$ cat src/rtl/cwr_pkg.sv
// ----------------------------------------------------------------------------
// cwr_pkg
// Types and constants shared by the cyclic word rotation unit and its stages.
// ----------------------------------------------------------------------------
package cwr_pkg;

  localparam int RING_BITS  = 16;  // widest ring; also the width of a word
  localparam int CNT_W      = 5;   // ring length, period and rotation count
  localparam int AMT_W      = 4;   // rotation distance
  localparam int OP_W       = 2;
  localparam int GROUP_SIZE = 4;   // first level of the minimum tree
  localparam int GROUPS     = RING_BITS / GROUP_SIZE;

  localparam logic [OP_W-1:0] OP_ROTATE = 2'd0;
  localparam logic [OP_W-1:0] OP_PERIOD = 2'd1;
  localparam logic [OP_W-1:0] OP_MATCH  = 2'd2;
  localparam logic [OP_W-1:0] OP_CANON  = 2'd3;

  typedef struct packed {
    logic [OP_W-1:0]      opcode;
    logic [RING_BITS-1:0] word_a;
    logic [RING_BITS-1:0] word_b;
    logic [AMT_W-1:0]     rotate_amount;
  } cwr_in_t;

  typedef struct packed {
    logic [RING_BITS-1:0] result_word;
    logic [CNT_W-1:0]     result_count;
    logic                 match_found;
  } cwr_out_t;

  // After the front stage: masked words, effective length, reduced distance.
  typedef struct packed {
    logic [OP_W-1:0]      opcode;
    logic [CNT_W-1:0]     len;
    logic [RING_BITS-1:0] mask;
    logic [RING_BITS-1:0] a;
    logic [RING_BITS-1:0] b;
    logic [AMT_W-1:0]     amt;
  } cwr_s1_t;

  // After the rotation stage: every rotation of the source word.
  typedef struct packed {
    logic [OP_W-1:0]                      opcode;
    logic [CNT_W-1:0]                     len;
    logic [RING_BITS-1:0]                 a;
    logic [AMT_W-1:0]                     amt;
    logic [RING_BITS-1:0][RING_BITS-1:0]  rot;
  } cwr_s2_t;

  // After the compare stage: equality flags, chosen rotation, group minima.
  typedef struct packed {
    logic [OP_W-1:0]                   opcode;
    logic [CNT_W-1:0]                  len;
    logic [RING_BITS-1:0]              eq;
    logic [RING_BITS-1:0]              rotw;
    logic [GROUPS-1:0][RING_BITS-1:0]  gmin;
  } cwr_s3_t;

endpackage

$ cat src/rtl/cwr_prep.sv
// ----------------------------------------------------------------------------
// cwr_prep
// Front stage: clamp the ring length, mask the words, reduce the distance.
// ----------------------------------------------------------------------------
module cwr_prep (
  input  logic                         clk,
  input  logic                         rst,
  input  logic                         in_valid,
  input  cwr_pkg::cwr_in_t             cmd,
  input  logic [cwr_pkg::CNT_W-1:0]    ring_length,
  output logic                         s1_valid,
  output cwr_pkg::cwr_s1_t             s1
);

  cwr_pkg::cwr_s1_t s1_next;
  logic [cwr_pkg::CNT_W-1:0] len;
  logic [7:0] rem;
  logic [7:0] div;

  always_comb begin
    len = ring_length;
    if (ring_length == '0) begin
      len = cwr_pkg::CNT_W'(1);
    end else if (ring_length > cwr_pkg::CNT_W'(cwr_pkg::RING_BITS)) begin
      len = cwr_pkg::CNT_W'(cwr_pkg::RING_BITS);
    end

    s1_next.opcode = cmd.opcode;
    s1_next.len    = len;
    for (int i = 0; i < cwr_pkg::RING_BITS; i++) begin
      s1_next.mask[i] = (cwr_pkg::CNT_W'(i) < len);
    end
    s1_next.a = cmd.word_a & s1_next.mask;
    s1_next.b = cmd.word_b & s1_next.mask;

    // restoring remainder, one conditional subtract per quotient bit
    rem = 8'(cmd.rotate_amount);
    for (int j = 3; j >= 0; j--) begin
      div = 8'(len) << j;
      if (rem >= div) begin
        rem = rem - div;
      end
    end
    s1_next.amt = rem[cwr_pkg::AMT_W-1:0];
  end

  always_ff @(posedge clk) begin
    if (rst) begin
      s1_valid <= 1'b0;
    end else begin
      s1_valid <= in_valid;
    end
    s1 <= s1_next;
  end

endmodule

$ cat src/rtl/cwr_rot.sv
// ----------------------------------------------------------------------------
// cwr_rot
// Rotation stage: form every rotation of the source word in parallel lanes.
// ----------------------------------------------------------------------------
module cwr_rot (
  input  logic              clk,
  input  logic              rst,
  input  logic              s1_valid,
  input  cwr_pkg::cwr_s1_t  s1,
  output logic              s2_valid,
  output cwr_pkg::cwr_s2_t  s2
);

  cwr_pkg::cwr_s2_t s2_next;
  logic [cwr_pkg::RING_BITS-1:0] src;
  logic [cwr_pkg::CNT_W-1:0] sh;

  always_comb begin
    src = (s1.opcode == cwr_pkg::OP_MATCH) ? s1.b : s1.a;
    s2_next.opcode = s1.opcode;
    s2_next.len    = s1.len;
    s2_next.a      = s1.a;
    s2_next.amt    = s1.amt;
    sh             = '0;
    // lanes at or past the ring length hold the unrotated word
    for (int k = 0; k < cwr_pkg::RING_BITS; k++) begin
      s2_next.rot[k] = src;
      if (cwr_pkg::CNT_W'(k) < s1.len) begin
        sh = s1.len - cwr_pkg::CNT_W'(k);
        s2_next.rot[k] = ((src << k) | (src >> sh)) & s1.mask;
      end
    end
  end

  always_ff @(posedge clk) begin
    if (rst) begin
      s2_valid <= 1'b0;
    end else begin
      s2_valid <= s1_valid;
    end
    s2 <= s2_next;
  end

endmodule

$ cat src/rtl/cwr_cmp.sv
// ----------------------------------------------------------------------------
// cwr_cmp
// Compare stage: equality per lane, pick the requested rotation, group minima.
// ----------------------------------------------------------------------------
module cwr_cmp (
  input  logic              clk,
  input  logic              rst,
  input  logic              s2_valid,
  input  cwr_pkg::cwr_s2_t  s2,
  output logic              s3_valid,
  output cwr_pkg::cwr_s3_t  s3
);

  cwr_pkg::cwr_s3_t s3_next;
  logic [cwr_pkg::RING_BITS-1:0] m01;
  logic [cwr_pkg::RING_BITS-1:0] m23;
  logic [cwr_pkg::RING_BITS-1:0] x0, x1, x2, x3;

  always_comb begin
    s3_next.opcode = s2.opcode;
    s3_next.len    = s2.len;
    s3_next.rotw   = s2.rot[s2.amt];
    for (int k = 0; k < cwr_pkg::RING_BITS; k++) begin
      s3_next.eq[k] = (s2.rot[k] == s2.a);
    end
    m01 = '0;
    m23 = '0;
    x0  = '0;
    x1  = '0;
    x2  = '0;
    x3  = '0;
    for (int g = 0; g < cwr_pkg::GROUPS; g++) begin
      x0  = s2.rot[g*cwr_pkg::GROUP_SIZE];
      x1  = s2.rot[g*cwr_pkg::GROUP_SIZE + 1];
      x2  = s2.rot[g*cwr_pkg::GROUP_SIZE + 2];
      x3  = s2.rot[g*cwr_pkg::GROUP_SIZE + 3];
      m01 = (x1 < x0) ? x1 : x0;
      m23 = (x3 < x2) ? x3 : x2;
      s3_next.gmin[g] = (m23 < m01) ? m23 : m01;
    end
  end

  always_ff @(posedge clk) begin
    if (rst) begin
      s3_valid <= 1'b0;
    end else begin
      s3_valid <= s2_valid;
    end
    s3 <= s3_next;
  end

endmodule

$ cat src/rtl/cwr_sel.sv
// ----------------------------------------------------------------------------
// cwr_sel
// Output stage: encode the first match, finish the minimum, pick the result.
// ----------------------------------------------------------------------------
module cwr_sel (
  input  logic              clk,
  input  logic              rst,
  input  logic              s3_valid,
  input  cwr_pkg::cwr_s3_t  s3,
  output logic              done,
  output cwr_pkg::cwr_out_t result
);

  cwr_pkg::cwr_out_t result_next;
  logic [cwr_pkg::CNT_W-1:0]     period;
  logic [cwr_pkg::CNT_W-1:0]     match_idx;
  logic [cwr_pkg::RING_BITS-1:0] m01;
  logic [cwr_pkg::RING_BITS-1:0] m23;
  logic [cwr_pkg::RING_BITS-1:0] canon;

  always_comb begin
    // period defaults to the ring length; lanes past it never win earlier
    period    = s3.len;
    match_idx = '0;
    for (int k = cwr_pkg::RING_BITS - 1; k >= 0; k--) begin
      if (s3.eq[k]) begin
        match_idx = cwr_pkg::CNT_W'(k);
        if (k != 0) begin
          period = cwr_pkg::CNT_W'(k);
        end
      end
    end

    m01   = (s3.gmin[1] < s3.gmin[0]) ? s3.gmin[1] : s3.gmin[0];
    m23   = (s3.gmin[3] < s3.gmin[2]) ? s3.gmin[3] : s3.gmin[2];
    canon = (m23 < m01) ? m23 : m01;

    result_next = '0;
    unique case (s3.opcode)
      cwr_pkg::OP_ROTATE: begin
        result_next.result_word = s3.rotw;
      end
      cwr_pkg::OP_PERIOD: begin
        result_next.result_count = period;
      end
      cwr_pkg::OP_MATCH: begin
        result_next.result_count = match_idx;
        result_next.match_found  = |s3.eq;
      end
      cwr_pkg::OP_CANON: begin
        result_next.result_word = canon;
      end
      default: begin
        result_next = '0;
      end
    endcase
  end

  always_ff @(posedge clk) begin
    if (rst) begin
      done <= 1'b0;
    end else begin
      done <= s3_valid;
    end
    result <= result_next;
  end

endmodule

$ cat src/rtl/cyclic_word_rotation_unit.sv
// ----------------------------------------------------------------------------
// cyclic_word_rotation_unit
// Rotate, period, rotation match and canonical minimum on a ring of bits.
// ----------------------------------------------------------------------------
// The block takes one item on every clock cycle: busy is tied low, so an item
// is taken whenever start is high. Each item returns exactly one result,
// shown for one cycle with done high; results leave in item
// order and cannot be held off, so capture them when done is set. The four
// register stages (length clamp and distance reduction, parallel rotation
// lanes, per-lane compare with the first minimum level, final encode) set
// both the latency and the one-item-per-cycle rate. Write ring_length through
// cfg_we/cfg_data only while no item is in flight; a length of zero acts as
// one and anything above sixteen acts as sixteen. Bits above the ring are
// ignored on input and come back zero.
// ----------------------------------------------------------------------------
module cyclic_word_rotation_unit (
  input  logic                       clk,
  input  logic                       rst,
  input  logic                       start,
  output logic                       busy,
  input  cwr_pkg::cwr_in_t           cmd,
  input  logic                       cfg_we,
  input  logic [cwr_pkg::CNT_W-1:0]  cfg_data,
  output logic                       done,
  output cwr_pkg::cwr_out_t          result
);

  logic [cwr_pkg::CNT_W-1:0] ring_length;
  logic                      s1_valid;
  logic                      s2_valid;
  logic                      s3_valid;
  cwr_pkg::cwr_s1_t          s1;
  cwr_pkg::cwr_s2_t          s2;
  cwr_pkg::cwr_s3_t          s3;

  // the pipeline never stalls, so never push back on start
  assign busy = 1'b0;

  // ring length register, reset to the full ring
  always_ff @(posedge clk) begin
    if (rst) begin
      ring_length <= cwr_pkg::CNT_W'(cwr_pkg::RING_BITS);
    end else if (cfg_we) begin
      ring_length <= cfg_data;
    end
  end

  // clamp length, mask words, reduce the distance modulo the length
  cwr_prep u_prep (
    .clk         (clk),
    .rst         (rst),
    .in_valid    (start & ~busy),
    .cmd         (cmd),
    .ring_length (ring_length),
    .s1_valid    (s1_valid),
    .s1          (s1)
  );

  // form all rotations of A (or of B for a match) side by side
  cwr_rot u_rot (
    .clk      (clk),
    .rst      (rst),
    .s1_valid (s1_valid),
    .s1       (s1),
    .s2_valid (s2_valid),
    .s2       (s2)
  );

  // compare every lane against A and reduce the lanes to group minima
  cwr_cmp u_cmp (
    .clk      (clk),
    .rst      (rst),
    .s2_valid (s2_valid),
    .s2       (s2),
    .s3_valid (s3_valid),
    .s3       (s3)
  );

  // encode the first hit, finish the minimum and register the item
  cwr_sel u_sel (
    .clk      (clk),
    .rst      (rst),
    .s3_valid (s3_valid),
    .s3       (s3),
    .done     (done),
    .result   (result)
  );

  // every taken item comes back as a done strobe through the pipeline registers
  a_latency : assert property (@(posedge clk)
    (!$past(rst, 1) && !$past(rst, 2) && !$past(rst, 3) && !$past(rst, 4))
      |-> (done == $past(start, 4)))
    else $error("result strobe does not follow item by four cycles");

  // a match flag only ever comes with a delivered result and no word
  a_match_word : assert property (@(posedge clk) disable iff (rst)
    (done && result.match_found) |-> (result.result_word == '0))
    else $error("match result carries a nonzero word");

  // counts never exceed the widest ring
  a_count_range : assert property (@(posedge clk) disable iff (rst)
    done |-> (result.result_count <= cwr_pkg::CNT_W'(cwr_pkg::RING_BITS)))
    else $error("result count beyond ring size");

endmodule

$ cat config.mk
export PLATFORM = sky130hd
export DESIGN_NAME = cyclic_word_rotation_unit
export DESIGN_NICKNAME = d
export VERILOG_FILES = /design/src/rtl/cwr_pkg.sv /design/src/rtl/cwr_prep.sv /design/src/rtl/cwr_rot.sv /design/src/rtl/cwr_cmp.sv /design/src/rtl/cwr_sel.sv /design/src/rtl/cyclic_word_rotation_unit.sv
export SDC_FILE = /design/constraint.sdc
export NUM_CORES = 2
export LEC_CHECK = 0
export BUFFER_PORTS_ARGS = -buffer_cell sky130_fd_sc_hd__buf_4
export CORE_ASPECT_RATIO = 2
export CORE_MARGIN = 5
export CORE_UTILIZATION = 45
export DETAILED_ROUTE_END_ITERATION = 10
export PLACE_DENSITY = 0.69
export SLEW_MARGIN = 20
export SYNTH_ARGS = -nofsm -noshare
export SYNTH_HDL_FRONTEND = slang
export SYNTH_SLANG_ARGS = --single-unit
export TNS_END_PERCENT = 10
$ cat constraint.sdc
create_clock -name clk -period 15.6 [get_ports clk]
set_input_delay 0.78 -clock clk [delete_from_list [all_inputs] [get_ports clk]]
set_output_delay 0.78 -clock clk [all_outputs]
set_load 0.03 [all_outputs]
==> flow_summary_export.csv <==
group,metric,value,unit
synthesis,synth_area,33100,um^2
sta,setup_viol,0,
cells_and_area,final_cells,4705,
floorplan,ios,71,
route,first_iter_violations,4163,
synthesis,synth_area_per_cell,8.67,um^2
route,finalWirelength,178000,um
floorplan,die_h,393,um
synthesis,synthesis.nets,4127,
sta,max_slew_margin,11.3,%
grt,grt_max_degree,65,
grt,grt_overflow_total,0,
place,port_buffers,69,
route,drc,0,
cts,cts_setup_buffers,0,
hold_path,whs_path_depth,1,
sta,tns,0,ns
setup_path,worst_setup_path_end_kind,"flop",
sta,hold_violations,0,
job,maxCapViolations,0,
hold_path,hp-start,"cmd[20]",
synthesis,async_reset_ff_share,0,%
floorplan,fp-row-count,140,
place,gp_congestion,1.10,
cells_and_area,drive_gt1_share,12.6,%
place,hpwlAfterDp,136000,um
setup_path,r2r_slack,7.73,ns
place,placedCellCount,4611,
setup_path,crit_path_max_fanout,14,
hold_path,hold_path_end,"u_prep.s1[20]$_DFF_P_",
grt,grt_pass1_wl,246000,um
floorplan,start_util,45.4,%
floorplan,dieWidth,202,um
route,dr.pass1.iters,6,
synthesis,ys_seq_area_share,28.8,%
cts,cts_tree,"yes",
synthesis,synthFlopType,"dfxtp_1",
cells_and_area,multi_input_area,21900,um^2
setup_path,criticalPathCategory,"flop to flop",
pwr,p_leak,14.5,nW
sta,worstMarginPinSlew,1.32,ns
cts,cts_hold_buf,0,
floorplan,core,72900,um^2
cts,htree_levels,2,
setup_path,r2r_cells,29,
cts,clk_pin_slew,0.07,ns
cells_and_area,syn_to_final_growth,9.32,%
cts,cts-root-buf,"clkbuf_16",
synthesis,synth_cell_types,73,
synthesis,yosysWarningCount,0,
cells_and_area,final_cell_mix,"dfxtp_1, nand2_1, o21ai_0",
sta,fin_crit,7.87,ns
sta,rsz0062_at_grt,"no",
cts,clk_latency,0.66,ns
cells_and_area,ff_latch_area,9530,um^2
setup_path,crit_path_top_delay_cell,"o21ai_0",
route,num_vias,32500,
sta,fmax,127,MHz
cts,clk_path_buf_depth,3,
status,outcome,"finished, final reports clean",
setup_path,crit_buf_inv,2,
cells_and_area,nNetsFinal,4049,
synthesis,synth_edf_count,0,
cells_and_area,n_fill_cell,7041,
setup_path,worst_path_dominant_cell_family,"simple AND/OR/NAND/NOR gates",
setup_path,crit_required,16.13,ns
setup_path,rr_startpoint,"ring_length[2]$_SDFFE_PP0P_",
setup_path,worstPathArrival,8.40,ns
synthesis,ys_ff_latch,475,
grt,grt.total_usage,43.7,%
sta,fin_skew,0.0454,ns
synthesis,synthCells,3814,
setup_path,regToRegEndpoint,"u_prep.s1[3]$_DFF_P_",
route,vias_per_cell,6.91,
floorplan,die_area,79300,um^2
route,wl_per_cell,37.9,um
cells_and_area,final_common_cell,"dfxtp_1",
grt,antenna_found_initial,10,
pwr,vdd_drop_max,0.100,mV
sta,fin_crit_sh,50.4,%
hold_path,hold_class,"input port to flop",
cts,cts_sinks,475,
cts,cts_made_buffers,45,
setup_path,cpPeakStageDelay,0.59,ns
setup_path,cp-start-kind,"flop",
route,antenna_left,0,
grt,grt_pass1_vias,31700,
cts,post_cts_resized,0,
pwr,power_density,178,nW/um^2
sta,report.final.slew_viol_count,0,
## flip-flops by register name, summed over array words and instances (netlist names)
signal / count
u_rot.s2: 283
u_prep.s1_valid: 1
u_rot.s2_valid: 1
u_sel.done: 1
u_prep.s1: 58
u_cmp.s3_valid: 1
ring_length: 5
u_cmp.s3: 103
u_sel.result: 22
## metal layers
| layer | part of all wire, % | vias to the layer above | GRT usage, % | routed length (um) |
|---|---|---|---|---|
| li1 | - | 13700 | - | - |
| met1 | 31 | 15400 | 43.3 | 54500 |
| met2 | 45 | 2363 | 68.8 | 79600 |
| met3 | 8.9 | 1068 | 10.7 | 15800 |
| met4 | 16 | 4 | 51.1 | 28300 |
| met5 | 0.015 | - | 0 | 27 |
## metrics by stage
stage / setup WS [ns] / total power [W] / area (um^2) / hold WS, ns / utilization (%)
floorplan: 8.91 / 0.00384 / 33100 / 0.310 / -
global placement: 7.73 / 0.00511 / 34600 / 0.313 / 47.4
detailed placement: 7.78 / 0.00515 / 34600 / 0.315 / 47.4
CTS: 7.78 / 0.00630 / 36100 / 0.212 / 49.5
global route: 7.29 / 0.00671 / 36100 / 0.225 / 49.6
finish: 7.73 / 0.00644 / 36100 / 0.227 / 49.6
## cell type report
class                           instances  share of cell area [%]
Inverter                              215                    2.23
Sequential cell                       475                    26.4
Multi-Input combinational cell       2840                    60.7
Clock inverter                         29                   0.886
Tap cell                              923                    3.20
Antenna cell                           10                  0.0692
Timing Repair Buffer                  159                    3.31
Clock buffer                           54                    3.27
## kinds of logic after synthesis
logic type      synth area share (%)
buf+inv                         5.73
fa+ha+maj                       10.1
mux                             15.3
simple gates                    13.3
flops                           28.8
other cells                   0.0227
compound gates                  19.0
xor+xnor                        7.74
## worst reg2reg max path, delay by kind of cell (launching register included)
kind	cells	cell delay (ns)
buffers and inverters	2	0.18
multiplexers	3	1.16
AND/OR/NAND/NOR	10	2.52
AO/OA/AOI/OAI	10	2.42
adder cells (fa/ha/maj)	4	1.05
flip-flops	1	0.43
## worst max path at each step
stage                                      from              endpoint  cells after the start
CTS                 ring_length[2]$_SDFFE_PP0P_  u_prep.s1[3]$_DFF_P_                     29
global route        ring_length[2]$_SDFFE_PP0P_  u_prep.s1[3]$_DFF_P_                     29
global placement    ring_length[2]$_SDFFE_PP0P_  u_prep.s1[3]$_DFF_P_                     29
finish              ring_length[2]$_SDFFE_PP0P_  u_prep.s1[3]$_DFF_P_                     29
floorplan           ring_length[2]$_SDFFE_PP0P_  u_prep.s1[3]$_DFF_P_                     30
detailed placement  ring_length[2]$_SDFFE_PP0P_  u_prep.s1[3]$_DFF_P_                     29
## Yosys cell counts (all sizes together), types with 18 or more instances
| cell type | instances | area share, % |
|---|---|---|
| mux4 | 137 | 9.3 |
| nor2b | 46 | 0.87 |
| a211oi | 18 | 0.41 |
| mux2 | 27 | 0.92 |
| nor2 | 194 | 2.2 |
| clkbuf | 243 | 2.8 |
| ha | 263 | 10 |
| nand2b | 35 | 0.66 |
| o22ai | 109 | 2.1 |
| inv | 213 | 2.4 |
| dfxtp | 475 | 29 |
| a21oi | 249 | 3.8 |
| o21ai | 308 | 4.7 |
| o21a | 41 | 0.93 |
| o21bai | 24 | 0.55 |
| a21o | 26 | 0.59 |
| and2 | 25 | 0.47 |
| o211ai | 25 | 0.57 |
| nand4 | 88 | 1.7 |
| nor4 | 21 | 0.44 |
| o2111ai | 31 | 0.82 |
| mux2i | 166 | 5.0 |
| buf | 41 | 0.53 |
| nor3 | 40 | 0.61 |
| nand2 | 321 | 3.6 |
| o311ai | 30 | 0.79 |
| nand3 | 112 | 1.7 |
| a31oi | 49 | 0.93 |
| xnor2 | 283 | 7.5 |
## power breakdown
part / internal, W / switching [W] / total, W / leakage, nW
sequential: 0.00148 / 0.000360 / 0.00184 / 3.97
combinational: 0.00128 / 0.00217 / 0.00345 / 9.75
clock: 0.000595 / 0.000560 / 0.00116 / 0.734
No activity file was read; power rests on OpenSTA's default activity.
